**src/rtl/pc_sample_delta_rle_encoder_unit_assert.svh**
```systemverilog
// ---------------------------------------------------------------------------
// Assertion macros for the PC sample delta/RLE encoder
//   Clocked on clk, disabled while rst_n is low.
// ---------------------------------------------------------------------------
`ifndef PC_SAMPLE_DELTA_RLE_ENCODER_UNIT_ASSERT_SVH
`define PC_SAMPLE_DELTA_RLE_ENCODER_UNIT_ASSERT_SVH

// same-cycle implication
`define PCDRE_ASSERT_IMP(lbl, ante, cons, msg) \
    lbl: assert property (@(posedge clk) disable iff (!rst_n) (ante) |-> (cons)) \
        else $error(msg);

// next-cycle implication
`define PCDRE_ASSERT_NXT(lbl, ante, cons, msg) \
    lbl: assert property (@(posedge clk) disable iff (!rst_n) (ante) |=> (cons)) \
        else $error(msg);

`endif

```
**src/rtl/pcdre_pkg.sv**
```systemverilog
// ---------------------------------------------------------------------------
// pcdre_pkg
//   Types and constants shared by the PC sample delta/RLE encoder.
// ---------------------------------------------------------------------------
package pcdre_pkg;

    localparam logic [31:0] ISA_THREAD_BASE = 32'd100000;
    localparam logic [31:0] THREAD_RESET    = 32'hffff_fffe;
    localparam logic [7:0]  REPEAT_MARK     = 8'h80;

    // register indexes (paddr[3:2])
    localparam logic [1:0] REG_ISA_ENABLE   = 2'd0;
    localparam logic [1:0] REG_WIN_START    = 2'd1;
    localparam logic [1:0] REG_WIN_END      = 2'd2;
    localparam logic [1:0] REG_TASK_SRC_VLD = 2'd3;

    // result of one 7-bit group step
    typedef struct packed {
        logic [7:0]  data;   // group with stop bit in bit 7
        logic        done;   // this group ends the varint
        logic [31:0] rest;   // remaining value after the shift
    } grp_t;

endpackage

```
**src/rtl/pcdre_grp.sv**
```systemverilog
// ---------------------------------------------------------------------------
// pcdre_grp
//   Varint group extractor: takes the low 7 bits, tests for the final
//   group and shifts the value right by 7 (logical or arithmetic).
// ---------------------------------------------------------------------------
module pcdre_grp
(
    input  logic [31:0]         value,
    input  logic                signed_mode,
    output pcdre_pkg::grp_t     grp
);
    import pcdre_pkg::*;

    logic fin_u;
    logic fin_s;
    logic fin;

    // signed: bits [31:6] all equal means value fits in this group
    assign fin_u = (value[31:7] == 25'd0);
    assign fin_s = (value[31:6] == {26{value[31]}});
    assign fin   = signed_mode ? fin_s : fin_u;

    always_comb
    begin
        grp.done = fin;
        grp.data = {fin, value[6:0]};
        grp.rest = {{7{signed_mode & value[31]}}, value[31:7]};
    end

endmodule

```
**src/rtl/pc_sample_delta_rle_encoder_unit.sv**
```systemverilog
// ---------------------------------------------------------------------------
// pc_sample_delta_rle_encoder_unit
//   Encodes profiler PC samples as PC deltas with run-length repeats and
//   thread changes, emitted as a varint byte stream.
// ---------------------------------------------------------------------------
//   channel | direction | handshake           | payload
//   in      | in        | in_valid / in_stall  | sample_pc, thread_id, isa_task
//   out     | out       | out_valid / out_stall| out_byte, last_byte
//   cfg     | in        | APB psel/penable    | paddr, pwdata, prdata
//
//   A sample that repeats the last one emits nothing and the next may
//   follow at once. Otherwise one byte per cycle leaves the shared group
//   shifter while out_stall is low, 1 to 16 bytes set by the byte count
//   (repeat flush, delta, thread).
//   out_stall holds the sequencer; in_stall is high until the last byte
//   is in the output register.
//   Reset: previous PC 0, previous thread 0xfffffffe, repeat count 0.
// ---------------------------------------------------------------------------
`include "pc_sample_delta_rle_encoder_unit_assert.svh"

module pc_sample_delta_rle_encoder_unit
(
    input  logic        clk,
    input  logic        rst_n,
    // input samples
    input  logic        in_valid,
    output logic        in_stall,
    input  logic [31:0] sample_pc,
    input  logic [31:0] thread_id,
    input  logic [7:0]  isa_task,
    // byte stream
    output logic        out_valid,
    input  logic        out_stall,
    output logic [7:0]  out_byte,
    output logic        last_byte,
    // configuration
    input  logic        psel,
    input  logic        penable,
    input  logic        pwrite,
    input  logic [3:0]  paddr,
    input  logic [31:0] pwdata,
    output logic [31:0] prdata,
    output logic        pready
);
    import pcdre_pkg::*;

    localparam logic [2:0] ST_IDLE = 3'd0;
    localparam logic [2:0] ST_MARK = 3'd1;
    localparam logic [2:0] ST_REP  = 3'd2;
    localparam logic [2:0] ST_SVAR = 3'd3;
    localparam logic [2:0] ST_TVAR = 3'd4;

    logic        isa_enable_reg;
    logic [31:0] win_start_reg;
    logic [31:0] win_end_reg;
    logic        task_src_reg;

    logic [31:0] prev_pc_reg;
    logic [31:0] prev_thread_reg;
    logic [31:0] repeat_reg;

    logic [2:0]  state_reg,  state_next;
    logic [31:0] work_reg,   work_next;
    logic [31:0] diff_reg;
    logic [31:0] tid_reg;
    logic        tchg_reg;

    logic        out_valid_reg;
    logic [7:0]  out_byte_reg,  out_byte_next;
    logic        last_reg,      last_next;

    logic        cfg_wr;
    logic        in_acc;
    logic [31:0] pc_c;
    logic        in_win;
    logic [31:0] tid_c;
    logic        tchg_c;
    logic [31:0] diff_c;
    logic        adv;
    grp_t        grp;

    // ---------------- configuration ----------------
    assign pready = 1'b1;
    assign cfg_wr = psel & penable & pwrite & pready;

    always_ff @(posedge clk or negedge rst_n)
    begin
        if (!rst_n)
        begin
            isa_enable_reg <= 1'b0;
            win_start_reg  <= '0;
            win_end_reg    <= '0;
            task_src_reg   <= 1'b0;
        end
        else if (cfg_wr)
        begin
            unique case (paddr[3:2])
                REG_ISA_ENABLE:   isa_enable_reg <= pwdata[0];
                REG_WIN_START:    win_start_reg  <= pwdata;
                REG_WIN_END:      win_end_reg    <= pwdata;
                REG_TASK_SRC_VLD: task_src_reg   <= pwdata[0];
                default: ;
            endcase
        end
    end

    always_comb
    begin
        unique case (paddr[3:2])
            REG_ISA_ENABLE:   prdata = {31'd0, isa_enable_reg};
            REG_WIN_START:    prdata = win_start_reg;
            REG_WIN_END:      prdata = win_end_reg;
            REG_TASK_SRC_VLD: prdata = {31'd0, task_src_reg};
            default:          prdata = '0;
        endcase
    end

    // ---------------- sample front end ----------------
    assign in_stall = (state_reg != ST_IDLE);
    assign in_acc   = in_valid & ~in_stall;

    assign pc_c   = {sample_pc[31:1], 1'b0};
    assign in_win = isa_enable_reg & (pc_c > win_start_reg) & (pc_c < win_end_reg);

    always_comb
    begin
        if (in_win)
            tid_c = task_src_reg ? (ISA_THREAD_BASE + {24'd0, isa_task}) : ISA_THREAD_BASE;
        else
            tid_c = thread_id;
    end

    assign tchg_c = (tid_c != prev_thread_reg);
    assign diff_c = (pc_c - prev_pc_reg) | {31'd0, tchg_c};

    // ---------------- shared group shifter ----------------
    pcdre_grp u_grp
    (
        .value       (work_reg),
        .signed_mode (state_reg == ST_SVAR),
        .grp         (grp)
    );

    assign adv = (state_reg != ST_IDLE) & (~out_valid_reg | ~out_stall);

    always_comb
    begin
        state_next    = state_reg;
        work_next     = work_reg;
        out_byte_next = grp.data;
        last_next     = 1'b0;
        unique case (state_reg)
            ST_IDLE:
            begin
                out_byte_next = grp.data;
            end
            ST_MARK:
            begin
                out_byte_next = REPEAT_MARK;
                state_next    = ST_REP;
            end
            ST_REP:
            begin
                if (grp.done)
                begin
                    work_next  = diff_reg;
                    state_next = ST_SVAR;
                end
                else
                    work_next = grp.rest;
            end
            ST_SVAR:
            begin
                if (grp.done)
                begin
                    if (tchg_reg)
                    begin
                        work_next  = tid_reg;
                        state_next = ST_TVAR;
                    end
                    else
                    begin
                        last_next  = 1'b1;
                        state_next = ST_IDLE;
                    end
                end
                else
                    work_next = grp.rest;
            end
            ST_TVAR:
            begin
                if (grp.done)
                begin
                    last_next  = 1'b1;
                    state_next = ST_IDLE;
                end
                else
                    work_next = grp.rest;
            end
            default:
            begin
                state_next = ST_IDLE;
            end
        endcase
    end

    // ---------------- state and history ----------------
    always_ff @(posedge clk or negedge rst_n)
    begin
        if (!rst_n)
        begin
            state_reg       <= ST_IDLE;
            prev_pc_reg     <= '0;
            prev_thread_reg <= THREAD_RESET;
            repeat_reg      <= '0;
        end
        else if (in_acc)
        begin
            prev_pc_reg <= pc_c;
            if (tchg_c)
                prev_thread_reg <= tid_c;
            priority if (diff_c == 32'd0)
            begin
                if (repeat_reg != 32'hffff_ffff)
                    repeat_reg <= repeat_reg + 32'd1;
            end
            else if (repeat_reg != 32'd0)
            begin
                repeat_reg <= '0;
                state_reg  <= ST_MARK;
            end
            else
                state_reg <= ST_SVAR;
        end
        else if (adv)
            state_reg <= state_next;
    end

    // payload registers
    always_ff @(posedge clk)
    begin
        if (in_acc)
        begin
            diff_reg <= diff_c;
            tid_reg  <= tid_c;
            tchg_reg <= tchg_c;
            work_reg <= (repeat_reg != 32'd0) ? repeat_reg : diff_c;
        end
        else if (adv)
            work_reg <= work_next;
    end

    // ---------------- output register ----------------
    always_ff @(posedge clk or negedge rst_n)
    begin
        if (!rst_n)
            out_valid_reg <= 1'b0;
        else if (adv)
            out_valid_reg <= 1'b1;
        else if (!out_stall)
            out_valid_reg <= 1'b0;
    end

    always_ff @(posedge clk)
    begin
        if (adv)
        begin
            out_byte_reg <= out_byte_next;
            last_reg     <= last_next;
        end
    end

    assign out_valid = out_valid_reg;
    assign out_byte  = out_byte_reg;
    assign last_byte = last_reg;

    // ---------------- assertions ----------------
    `PCDRE_ASSERT_NXT(a_repeat_no_stall, in_acc && (diff_c == 32'd0), !in_stall,
        "repeated sample must not stall the input")
    `PCDRE_ASSERT_NXT(a_emit_stalls, in_acc && (diff_c != 32'd0), in_stall,
        "emitting sample must occupy the sequencer")
    `PCDRE_ASSERT_IMP(a_last_has_stop, out_valid && last_byte, out_byte[7],
        "final beat must carry the varint stop bit")
    `PCDRE_ASSERT_IMP(a_rep_cleared, (state_reg == ST_REP) || (state_reg == ST_MARK),
        repeat_reg == 32'd0, "repeat count not cleared during flush")

endmodule
```
**config.mk**
```make
export PLATFORM = sky130hd
export DESIGN_NAME = pc_sample_delta_rle_encoder_unit
export DESIGN_NICKNAME = d
export VERILOG_FILES = /design/src/rtl/pcdre_pkg.sv /design/src/rtl/pcdre_grp.sv /design/src/rtl/pc_sample_delta_rle_encoder_unit.sv
export VERILOG_INCLUDE_DIRS = /design/src /design/src/rtl
export SDC_FILE = /design/constraint.sdc
export NUM_CORES = 1
export LEC_CHECK = 0
export ABC_AREA = 1
export BUFFER_PORTS_ARGS = -buffer_cell sky130_fd_sc_hd__buf_4
export CORE_ASPECT_RATIO = 0.8
export CORE_MARGIN = 2
export CORE_UTILIZATION = 55
export CTS_CLUSTER_SIZE = 28
export DETAILED_ROUTE_END_ITERATION = 10
export PLACE_DENSITY = 0.77
export SLEW_MARGIN = 15
export SYNTH_ARGS = -nofsm -noshare
export SYNTH_HDL_FRONTEND = slang
export SYNTH_SLANG_ARGS = --single-unit
```
**constraint.sdc**
```tcl
create_clock -name clk -period 9.4 [get_ports clk]
set_input_delay 1.41 -clock clk [delete_from_list [all_inputs] [get_ports clk]]
set_output_delay 1.41 -clock clk [all_outputs]
set_load 0.01 [all_outputs]
```
==> results.md <==
- In this run, distinct cell masters in the synthesized netlist total between 50 and 60.
- Counting cells, the worst reg-to-reg path comes to 22.
- The placement row count is 58.
- The number of setup buffers added after CTS is 0.
- In this run, synthesis inferred 105 flip-flops with an integrated enable.
- The global routing usage summed across all routing layers is 29.04%.
- For this design, the sink count on the clock tree is 270.
- The vias after detailed routing is 16090.
- The final period utilization is roughly three fifths.
- The post-synthesis instance area is approximately 17000 um2.
- The antenna diode count is 0.
- Counting the buffers created by CTS gives 30.
- The end point of the most critical hold path is prev_thread_reg[14].
- The warning count from the yosys run is 0.
- The flow ran to the end, and the final reports show no timing, DRC or antenna violations.
- The depth of the worst hold-timing path is 2.
- The transition time at the pin with the least slew margin is around 1000 ps.
- The portion of total power attributed to the clock network is 20.2%.
- The cell sitting at the root of the clock tree is a clkbuf_16.
- The register share of total power is 35.9%.
- The critical path is of the input pin to flip-flop type.
- The switching power of the nets is 2.351 mW.
- The clock period could shrink to 5589 ps.
- The maximum level of the CTS H-tree is 1.
- The die span in x is a little over 200 um.
- The switching power share of the total is 42.22%.
- The areal power density over the cells is approximately 280 nW/um2.
- The area added between synthesis and finish is 13.90%.
- The category of the worst setup path capture point is a flip-flop.
- At the end of the flow the core is filled with cells to 63.33%.
- The number of remaining DRC errors is 0.
- The post-synthesis net count is about 2500.
- The total negative slack for setup checks is 0 ps.
- Once the clock tree was built, the resizer swapped 0 gates to a different size.
- The number of global-route vias before repair is 15100.
- Routability-driven placement finished with a final weighted congestion of 0.9436.
- For this design the top-level I/O count stands at 159.
- In this run, the number of DRC markers left after iteration 0 of detailed routing was ~1400.
- Sequential cells were found to cover 42.00% of the synthesized design area.
- The cell area after placement is 18870 um2.
- In the routed layout, each cell is associated on average with a via count of 5.583.
- Each instance of the synthesized netlist takes up on average approximately 7.5 um2.
- Of the total synthesized cell area, the portion taken by XOR and XNOR cells is 1.357%.
- The worst slew margin relative to its limit is 33.36%.
- By area, the combinational part of the netlist is dominated by simple AND/OR/NAND/NOR gates.
- After detailed routing, the total wire length is 48260 um.
- The first global-routing pass estimated 77440 um of wire.
- Setup violations remaining at the end of the flow were counted as 0.
- In this run the register-to-register setup slack is 4420 ps.
- The number of antenna violations at the first check in global routing is 0.
- The number of nets in the layout is ~2600.
- The complex-gate fraction of the synthesized area is ~14%.
- The fraction of layout instances using a drive strength above 1 is 12.75%.
- The maximum net fanout on the critical path is 53.
- The mux contribution to synthesized area is 0.1149%.
- Of the total power, combinational logic draws 43.9%.
- The worst register-to-register path begins at win_end_reg[15].
- The clock tree buffer depth is 3.
- The first-pass detailed-route iteration total is 8.
- The synthesized netlist devotes 6.934% of its cell area to adder and majority cells.
- VDD sags by at most 0.0001673 V.
- The area inside the core boundary is 31350 um2.
- In this run, post-CTS hold repair placed 0 buffers.
- Across the run, the number of max-cap violations was 0.
- For the final database, setup skew stands at 30.45 ps.
- Setup repair after global routing left no endpoint under its margin.
- The required arrival time at the worst endpoint is 9840 ps.
- After synthesis the netlist holds a flip-flop and latch count of 270.
- Synthesis handed over a netlist of around 2300 instances.
- The number of slew-limit violations in the final report came to 0.
- The static power due to leakage is about 9.4 nW.
- In this run the worst hold path is classified as flip-flop to flip-flop.
- The die is 163.2 um tall.
- The critical register-to-register path endpoint is state_reg[1].
- The clock transition at the registers of the reported paths is 60 ps.
- Internal power comes to between 3 and 4 mW.
- The design draws 5.568 mW.
- The startpoint kind of the worst setup timing path is an input pin.
- The most used flip-flop cell after synthesis is dfrtp_1.
- The total congestion overflow is 0.
- The later pin in the worst-skew pair is clocked with a latency of 580 ps.
- Dividing the detail-routed wire length by the instance count gives 16.74 um.
- Fill cells in the final layout number roughly 2800.
- The final hold violation count is 0.
- The arrival time of the worst setup path is 6030 ps.
- For this run, the top clock speed supported by timing is 178.9 MHz.
- Of the total synthesized cell area, the portion taken by AND, OR, NAND and NOR gates is around 26%.
- The initial utilization of the core area, before any placement, comes to 55.60%.
- Once detailed placement completed, the half-perimeter wirelength came to 35840 um.
- The async set-reset flop share out of synthesis is between 60% and 70%.
- In this run the remaining antenna-violating nets after routing total 0.
- In this run the most critical hold path is launched from prev_thread_reg[14].
- The die covers 33140 um2.
- The finished cells cover 19850 um2.
- The quantity of I/O buffers inserted on ports is around 150.
- The largest net degree at the start of global routing is a little under 100.
- TritonCTS built the clock tree.
- The worst hold-check slack is 484.0 ps.
-- area by class of cell --
type / instances / area, um2 / area share, %
clock buffers: 36 / 793.3 / 3.995
clock inverters: 20 / 140.1 / 0.7058
inverters: 344 / 1294 / 6.516
multi-input cells: 1625 / 8483 / 42.73
flip-flops and latches: 270 / 7321 / 36.87
well taps: 420 / 525.5 / 2.647
repair buffers: 167 / 1297 / 6.535
-- metrics by stage --
step                      setup slack [ps]  instances
after CTS                             3998       2880
after floorplan                       4983       2315
after detailed placement              3421       2824
after global routing                  3486       2882
after global placement                3574       2824
final                                 3811       2882
-- cells by family after synthesis --
logic type,after synthesis
multiplexers,2
AND/OR/NAND/NOR,1058
buffers and inverters,420
AO/OA/AOI/OAI,441
other,1
adder cells (fa/ha/maj),96
XOR/XNOR,27
flip-flops,270
-- cell usage in the layout, fill, tap and decap left out, drive strengths merged, types with 4 or more instances in the layout --
cell type	netlist	final
ha	95	95
o21ai	227	227
xor2	22	22
nand3	107	107
nand4	56	56
a21o	9	9
edfxtp	105	105
nor2	165	165
nor3	24	24
nor4	8	8
a211oi	10	10
buf	29	167
nand3b	14	14
o21a	4	4
a31oi	10	10
o31ai	5	5
a21oi	120	120
nand2	677	677
a22o	4	4
xnor2	5	5
clkinv	3	19
inv	341	341
dfrtp	134	134
o22ai	33	33
dfstp	31	31
clkbuf	47	36
-- cells in the mapped netlist (10+ instances only) --
master,n,area share [%]
nand2_1,665,14
inv_1,335,7.2
o21ai_0,190,5.5
nor2_1,155,3.3
dfrtp_1,134,19
a21oi_1,118,3.4
edfxtp_1,105,18
nand3_1,103,3.0
ha_1,95,6.8
nand4_1,55,2.0
clkbuf_1,47,1.0
o22ai_1,33,1.2
dfstp_2,31,4.7
o21ai_2,24,1.2
nor3_1,23,0.66
xor2_1,22,1.1
nand3b_1,14,0.60
o21ai_1,13,0.37
nand2_2,12,0.43
a211oi_1,10,0.43
a31oi_1,10,0.36
buf_2,10,0.29
-- worst max path at each step --
stage                        from            to  slack (ps)  cells after the start
floorplan                in_valid   diff_reg[0]        4980                      4
global placement     sample_pc[7]  state_reg[1]        3570                     23
detailed placement   sample_pc[7]  state_reg[1]        3420                     23
CTS                 sample_pc[15]  state_reg[1]        4000                     22
global route        sample_pc[15]  state_reg[1]        3490                     22
finish              sample_pc[15]  state_reg[1]        3810                     22
-- layer usage --
layer	up-vias	part of all wire (%)	track usage, %
met5	-	0	0
met3	92	8.0	4.868
li1	7876	-	-
met2	597	44	45.25
met4	0	2.4	7.863
met1	7524	45	42.00
-- power groups by stage --
| stage | Sequential, mW | Clock [mW] | Combinational (mW) |
|---|---|---|---|
| 3_5_place_dp | 2.02 | 0 | 2.40 |
| 4_1_cts | 2.00 | 1.15 | 2.41 |
| 5_1_grt | 2.05 | 1.20 | 2.75 |
| 2_1_floorplan | 1.97 | 0 | 1.73 |
| 3_3_place_gp | 2.00 | 0 | 2.32 |
| 6_report | 2.00 | 1.13 | 2.44 |
-- worst max-delay path, stage by stage --
cell,delay (ps)
buf_4,130
ha_1,310
a21oi_1,160
o21ai_0,120
a21oi_1,170
nand2_1,160
nand2_1,420
nand3_4,560
nand2_1,280
nand2_1,120
nand2_1,80
nand2_1,50
nor2_1,80
nand2_1,70
nor2_1,160
nand3_1,370
nor2_2,820
nand2_1,150
nand2_1,150
inv_1,80
nand2_1,60
o21ai_1,70
No activity file was read; power rests on OpenSTA's default activity.
